**src/design/asto_pkg.sv**
```systemverilog
package asto_pkg;

    // Number of subscript fields and bound registers.
    localparam int DIMS = 4;

    localparam int SUB_W    = 16;
    localparam int BOUND_W  = 12;
    localparam int EXT_W    = BOUND_W + 1;
    localparam int RANK_W   = 3;
    localparam int OFFSET_W = 48;
    localparam int DIM_W    = 2;

    // Extent used for a dimension whose bound register holds zero.
    localparam logic [EXT_W-1:0] DEFAULT_EXT = EXT_W'(11);

    // Register indexes on the configuration port.
    localparam logic [2:0] REG_RANK    = 3'd0;
    localparam logic [2:0] REG_BOUND_0 = 3'd1;
    localparam logic [2:0] REG_BOUND_1 = 3'd2;
    localparam logic [2:0] REG_BOUND_2 = 3'd3;
    localparam logic [2:0] REG_BOUND_3 = 3'd4;

    typedef logic [EXT_W-1:0] t_ext;

    // What one lane hands to the merge stage.
    typedef struct packed {
        logic                fail;
        logic [OFFSET_W-1:0] term;
    } t_lane_res;

endpackage

```
**src/design/asto_lane.sv**
```systemverilog
module asto_lane
    import asto_pkg::*;
#(
    parameter int LANE = 0
) (
    input  logic              i_clk,
    input  logic              i_en,
    input  logic [SUB_W-1:0]  i_sub,
    input  logic [RANK_W-1:0] i_rank,
    input  t_ext              i_ext [DIMS],
    output t_lane_res         o_res
);

    logic [OFFSET_W-1:0] r_val  [DIMS];
    logic                r_fail [DIMS];

    logic [BOUND_W-1:0]  bound;
    logic                active;

    // Bounds check and masking of the subscript.
    always_comb begin
        bound  = BOUND_W'(i_ext[LANE] - EXT_W'(1));
        active = RANK_W'(LANE) < i_rank;
    end

    always_ff @(posedge i_clk) begin
        if (i_en) begin
            r_fail[0] <= active && (i_sub > SUB_W'(bound));
            r_val[0]  <= active ? OFFSET_W'(i_sub[BOUND_W-1:0]) : '0;
        end
    end

    // One multiply per stage by the extent of each later dimension in use.
    for (genvar k = 1; k < DIMS; k++) begin : g_stage
        logic [EXT_W-1:0]          mul;
        logic [OFFSET_W+EXT_W-1:0] prod;

        always_comb begin
            mul  = ((k > LANE) && (RANK_W'(k) < i_rank)) ? i_ext[k] : EXT_W'(1);
            prod = (OFFSET_W+EXT_W)'(r_val[k-1]) * (OFFSET_W+EXT_W)'(mul);
        end

        always_ff @(posedge i_clk) begin
            if (i_en) begin
                r_val[k]  <= prod[OFFSET_W-1:0];
                r_fail[k] <= r_fail[k-1];
            end
        end
    end

    assign o_res.fail = r_fail[DIMS-1];
    assign o_res.term = r_val[DIMS-1];

endmodule

```
**src/design/asto_merge.sv**
```systemverilog
module asto_merge
    import asto_pkg::*;
(
    input  logic                i_clk,
    input  logic                i_en,
    input  t_lane_res           i_res [DIMS],
    output logic [OFFSET_W-1:0] o_offset,
    output logic                o_oob,
    output logic [DIM_W-1:0]    o_bad_dim
);

    logic [OFFSET_W-1:0] r_sum_lo;
    logic [OFFSET_W-1:0] r_sum_hi;
    logic                r_fail;
    logic [DIM_W-1:0]    r_bad;
    logic [OFFSET_W-1:0] r_offset;
    logic                r_oob;
    logic [DIM_W-1:0]    r_bad_dim;

    logic                fail_any;
    logic [DIM_W-1:0]    first_bad;

    // The lowest failing dimension wins.
    always_comb begin
        fail_any  = 1'b0;
        first_bad = '0;
        for (int d = DIMS - 1; d >= 0; d--) begin
            if (i_res[d].fail) begin
                fail_any  = 1'b1;
                first_bad = DIM_W'(d);
            end
        end
    end

    // First level of the adder tree, plus the error summary.
    always_ff @(posedge i_clk) begin
        if (i_en) begin
            r_sum_lo <= i_res[0].term + i_res[1].term;
            r_sum_hi <= i_res[2].term + i_res[3].term;
            r_fail   <= fail_any;
            r_bad    <= first_bad;
        end
    end

    // Final sum; an out-of-bounds access reports offset zero.
    always_ff @(posedge i_clk) begin
        if (i_en) begin
            r_offset  <= r_fail ? '0 : r_sum_lo + r_sum_hi;
            r_oob     <= r_fail;
            r_bad_dim <= r_fail ? r_bad : '0;
        end
    end

    assign o_offset  = r_offset;
    assign o_oob     = r_oob;
    assign o_bad_dim = r_bad_dim;

endmodule

```
**src/design/array_subscript_to_offset.sv**
```systemverilog
// Row-major offset generator: each transfer on the input stream carries up to four
// subscripts, and each output transfer gives the element offset, an out-of-bounds
// flag and the first failing dimension. One access is taken every clock cycle unless
// the output stalls. One stage checks the bounds, three stages of per-dimension
// multipliers scale each subscript by the later extents, and a two-stage adder tree
// sums the lanes. Stalls on the output freeze the whole pipeline. Rank and bounds
// must be written over the APB port only while no access is in flight; the block
// does not enforce this itself. A bound of zero stands for ten.
module array_subscript_to_offset
    import asto_pkg::*;
#(
    parameter int MAX_RANK = 4
) (
    input  logic                  i_clk,
    input  logic                  i_rst_n,
    input  logic                  i_s_tvalid,
    output logic                  o_s_tready,
    // sub_0 [15:0], sub_1 [31:16], sub_2 [47:32], sub_3 [63:48]
    input  logic [DIMS*SUB_W-1:0] i_s_tdata,
    output logic                  o_m_tvalid,
    input  logic                  i_m_tready,
    // elem_offset [47:0]
    output logic [OFFSET_W-1:0]   o_m_tdata,
    // out_of_bounds [0], bad_dimension [2:1]
    output logic [DIM_W:0]        o_m_tuser,
    input  logic                  psel,
    input  logic                  penable,
    input  logic                  pwrite,
    input  logic [4:0]            paddr,
    input  logic [31:0]           pwdata,
    output logic [31:0]           prdata,
    output logic                  pready
);

    localparam int RANK_LIMIT = (MAX_RANK < DIMS) ? MAX_RANK : DIMS;
    localparam logic [RANK_W-1:0] RANK_CAP = RANK_W'(RANK_LIMIT);
    localparam int LAT = DIMS + 2;

    logic [RANK_W-1:0]  r_rank;
    logic [BOUND_W-1:0] r_bound [DIMS];
    logic [LAT-1:0]     r_vld;

    logic               en;
    logic               wr_en;
    logic [2:0]         reg_idx;
    logic [RANK_W-1:0]  rank_eff;
    t_ext               ext [DIMS];
    t_lane_res          lane_res [DIMS];
    logic [OFFSET_W-1:0] offset;
    logic               oob;
    logic [DIM_W-1:0]   bad_dim;

    // Configuration registers.
    assign pready  = 1'b1;
    assign reg_idx = paddr[4:2];
    assign wr_en   = psel && penable && pwrite && pready;

    always_ff @(posedge i_clk) begin
        if (!i_rst_n) begin
            r_rank <= RANK_W'(1);
            for (int d = 0; d < DIMS; d++) begin
                r_bound[d] <= '0;
            end
        end else if (wr_en) begin
            case (reg_idx)
                REG_RANK:    r_rank     <= pwdata[RANK_W-1:0];
                REG_BOUND_0: r_bound[0] <= pwdata[BOUND_W-1:0];
                REG_BOUND_1: r_bound[1] <= pwdata[BOUND_W-1:0];
                REG_BOUND_2: r_bound[2] <= pwdata[BOUND_W-1:0];
                REG_BOUND_3: r_bound[3] <= pwdata[BOUND_W-1:0];
                default:     ;
            endcase
        end
    end

    always_comb begin
        case (reg_idx)
            REG_RANK:    prdata = 32'(r_rank);
            REG_BOUND_0: prdata = 32'(r_bound[0]);
            REG_BOUND_1: prdata = 32'(r_bound[1]);
            REG_BOUND_2: prdata = 32'(r_bound[2]);
            REG_BOUND_3: prdata = 32'(r_bound[3]);
            default:     prdata = '0;
        endcase
    end

    // Effective rank and per-dimension extents.
    assign rank_eff = (r_rank > RANK_CAP) ? RANK_CAP : r_rank;

    always_comb begin
        for (int d = 0; d < DIMS; d++) begin
            ext[d] = (r_bound[d] == '0) ? DEFAULT_EXT : EXT_W'(r_bound[d]) + EXT_W'(1);
        end
    end

    // Pipeline advances whenever the output register is free or being taken.
    assign en         = !r_vld[LAT-1] || i_m_tready;
    assign o_s_tready = en;

    always_ff @(posedge i_clk) begin
        if (!i_rst_n) begin
            r_vld <= '0;
        end else if (en) begin
            r_vld <= {r_vld[LAT-2:0], i_s_tvalid};
        end
    end

    // One lane per dimension.
    for (genvar d = 0; d < DIMS; d++) begin : g_lane
        asto_lane #(
            .LANE (d)
        ) u_lane (
            .i_clk  (i_clk),
            .i_en   (en),
            .i_sub  (i_s_tdata[d*SUB_W +: SUB_W]),
            .i_rank (rank_eff),
            .i_ext  (ext),
            .o_res  (lane_res[d])
        );
    end

    asto_merge u_merge (
        .i_clk     (i_clk),
        .i_en      (en),
        .i_res     (lane_res),
        .o_offset  (offset),
        .o_oob     (oob),
        .o_bad_dim (bad_dim)
    );

    assign o_m_tvalid = r_vld[LAT-1];
    assign o_m_tdata  = offset;
    assign o_m_tuser  = {bad_dim, oob};

endmodule
```
**config.mk**
```make
export PLATFORM = sky130hd
export DESIGN_NAME = array_subscript_to_offset
export DESIGN_NICKNAME = d
export VERILOG_FILES = /design/src/design/asto_pkg.sv /design/src/design/asto_lane.sv /design/src/design/asto_merge.sv /design/src/design/array_subscript_to_offset.sv
export SDC_FILE = /design/constraint.sdc
export NUM_CORES = 2
export LEC_CHECK = 0
export BUFFER_PORTS_ARGS = -buffer_cell sky130_fd_sc_hd__buf_2
export CORE_MARGIN = 2
export CORE_UTILIZATION = 60
export CTS_CLUSTER_DIAMETER = 100
export DETAILED_ROUTE_END_ITERATION = 10
export PLACE_DENSITY = 0.77
export SLEW_MARGIN = 20
export SYNTH_ARGS = -nofsm -noshare
export SYNTH_HDL_FRONTEND = slang
export SYNTH_HIERARCHICAL = 1
export SYNTH_SLANG_ARGS = --single-unit
export TNS_END_PERCENT = 50
```
**constraint.sdc**
```tcl
create_clock -name i_clk -period 12.2 [get_ports i_clk]
set_clock_uncertainty 0.05 [all_clocks]
set_input_delay 0 -clock i_clk [delete_from_list [all_inputs] [get_ports i_clk]]
set_output_delay 0 -clock i_clk [all_outputs]
set_load 0.1 [all_outputs]
```
==> out/results.txt <==
Status - complete, no violations
Post-Syn Instances - 8937
Average cell area after synthesis - 9.41 sq um
Chip height - 378 um
CTS sink count - 556
Global placement routability congestion - 0.928
Non-Filler Instances - 10800
DRT iter0 DRCs - 4578
Grt ovf - 0
Avg Vias per Cell - 5.77
Hold_ws - 0.0577 ns
Slew Viols, Final - 0
Power density over cell area - 60.0 nW/um^2
# port buffers - 150
Final worst slack - 3.39 ns
Vias - 62100
Min-Delay Path Class - input port to register
Worst skew pair latency - 0.69 ns
H-Tree Level Count - 3
Number of routed nets with antenna violations - 0
Worst slack, placed - 3.46 ns
Detailed placement HPWL - 159000 um
Total leakage power - 45.4 nW
Critical Path Fanout Max - 63
Vias in the first global route - 65500
YS warnings - 6
CTS max path bufs - 3
Num CTS Buffers - 68
Finished Cell Area - 88800 sq um
Clock root buffer - clkbuf_16
Layout cells sized above 1 - 0.0464
Final cycle utilization of the critical path - 0.722
Post-CTS Setup Repair Bufs - 0
Antenna cells - 0
Syn Std Cell Area - 84100 sq um
WL/cell - 18.9 um
I/O pin cnt - 194
Multi-input logic area - 59800 sq um
Die X - 378 um
Crit Path Category - register to register
DP Cell Count - 10600
Starting Density - 0.604
Core area - 139000 sq um
Worst Max-Slew Pin Slew - 1.25 ns
# setup viols final - 0
Critical path endpoint category - register
WL final - 204000 um
Data required, critical path - 12.57 ns
Post-cts resize count - 0
Area Overhead vs Synth - 5.54%
Relative max-transition margin - 0.156
RSZ-0062 raised after global routing - false
Die area - 143000 sq um
Register Area - 16600 sq um
Hold Vio Cnt, Final - 0
Drc violations - 0
Startpoint Class - register
DR pass1 iterations - 8
TritonCTS clock tree - yes
Gr usage total - 0.294
Rows - 137
Filler cell count - 11100
Final setup TNS - 0 ns
Final worst path period need - 8.81 ns
Worst VDD drop - 111 uV
Clock-pin slew on the worst setup and hold paths - 0.06 ns
Power, Total - 5.33 mW
Antenna violations before repair - 5
Placed Instance Area - 85800 sq um
Maximum number of pins on one net before global-route repair - 234
Critical Path AT - 9.18 ns
Fmax - 114 MHz
Post-layout util - 0.637
Layout Nets - 10900
Max cap viols - 0
First-pass GRT wire length - 335000 um
==> state kept, by name, indices dropped and copies added, names as in the netlist, 2 cells and up <==
name	count
g_lane.u_lane/r_fail	16
u_merge/o_offset	48
u_merge/r_bad	2
u_merge/o_bad_dim	2
g_lane.u_lane/r_val	333
r_rank	3
u_merge/r_sum_lo	48
u_merge/r_sum_hi	48
r_bound	48
r_vld	6
==> final cells by class <==
cell class                 count  share of cell area
clock inverter                45             0.00458
timing repair buffer         296              0.0236
sequential                   556               0.187
inverter                    1545              0.0654
clock buffer                  76              0.0196
multi-input combinational   6374               0.673
tap                         1876              0.0264
==> per-layer routing <==
layer / routed length, um / track usage / up-vias / part of all wire
met2: 98400 / 0.497 / 2409 / 0.48
li1: - / - / 28300 / -
met4: 10300 / 0.137 / 0 / 0.050
met1: 80700 / 0.370 / 30800 / 0.40
met5: 0 / 0 / - / 0
met3: 14600 / 0.0499 / 535 / 0.071
==> cells in the final DEF (no fill, tap or decap), types with 68 or more instances in the layout <==
master,count
fa_1,1309
ha_1,686
nand2_1,1203
nor2b_1,68
a21oi_1,347
xor2_1,118
dlygate4sd3_1,83
nor3_1,77
inv_1,1542
and3_1,489
and2_1,368
buf_2,150
edfxtp_1,547
nor2_1,269
nand3_1,122
conb_1,84
xnor2_1,242
clkbuf_16,68
o21ai_0,145
a21o_1,173
==> timing repair <==
item,CTS,global route
hold buffers,83,0
hold endpoints to repair,156,0
endpoints found under the setup margin,0,0
==> worst max-delay path, cell delays in order (launching register included) <==
cell	delay, ns
edfxtp_1	0.51
nand3_1	0.21
nor3_1	0.50
xor2_4	0.17
buf_4	0.73
and2_1	0.80
nand2_1	0.18
fa_1	0.57
inv_1	0.05
fa_1	0.57
fa_1	0.46
fa_1	0.52
inv_1	0.05
fa_1	0.47
inv_1	0.04
ha_1	0.35
a21oi_1	0.11
o21ai_0	0.37
o211a_1	0.27
o22ai_1	0.11
a2111oi_0	0.83
o21bai_1	0.20
a221o_1	0.35
==> final timing paths <==
path              slack, ns  cells after the start                                  startpoint                                       to
setup / recovery       3.39                     22                 r_bound[3][2]$_SDFFCE_PN0P_  g_lane[1].u_lane/r_val[3][40]$_DFFE_PP_
hold / removal         0.06                      4                               i_s_tdata[45]     g_lane[2].u_lane/r_fail[0]$_DFFE_PP_
setup reg to reg       3.39                     22                 r_bound[3][2]$_SDFFCE_PN0P_  g_lane[1].u_lane/r_val[3][40]$_DFFE_PP_
hold reg to reg        0.36                      0  g_lane[2].u_lane/r_val[0][3]$_SDFFCE_PN0P_   g_lane[2].u_lane/r_val[1][3]$_DFFE_PP_
==> power by group <==
part	leakage, nW	switching, mW	internal, mW	total (mW)
Combinational	37.9	0.657	0.366	1.02
Sequential	6.46	0.146	2.20	2.35
Clock	1.04	0.847	1.11	1.96
Total	45.4	1.65	3.68	5.33
(Power assumes the default switching activity.)
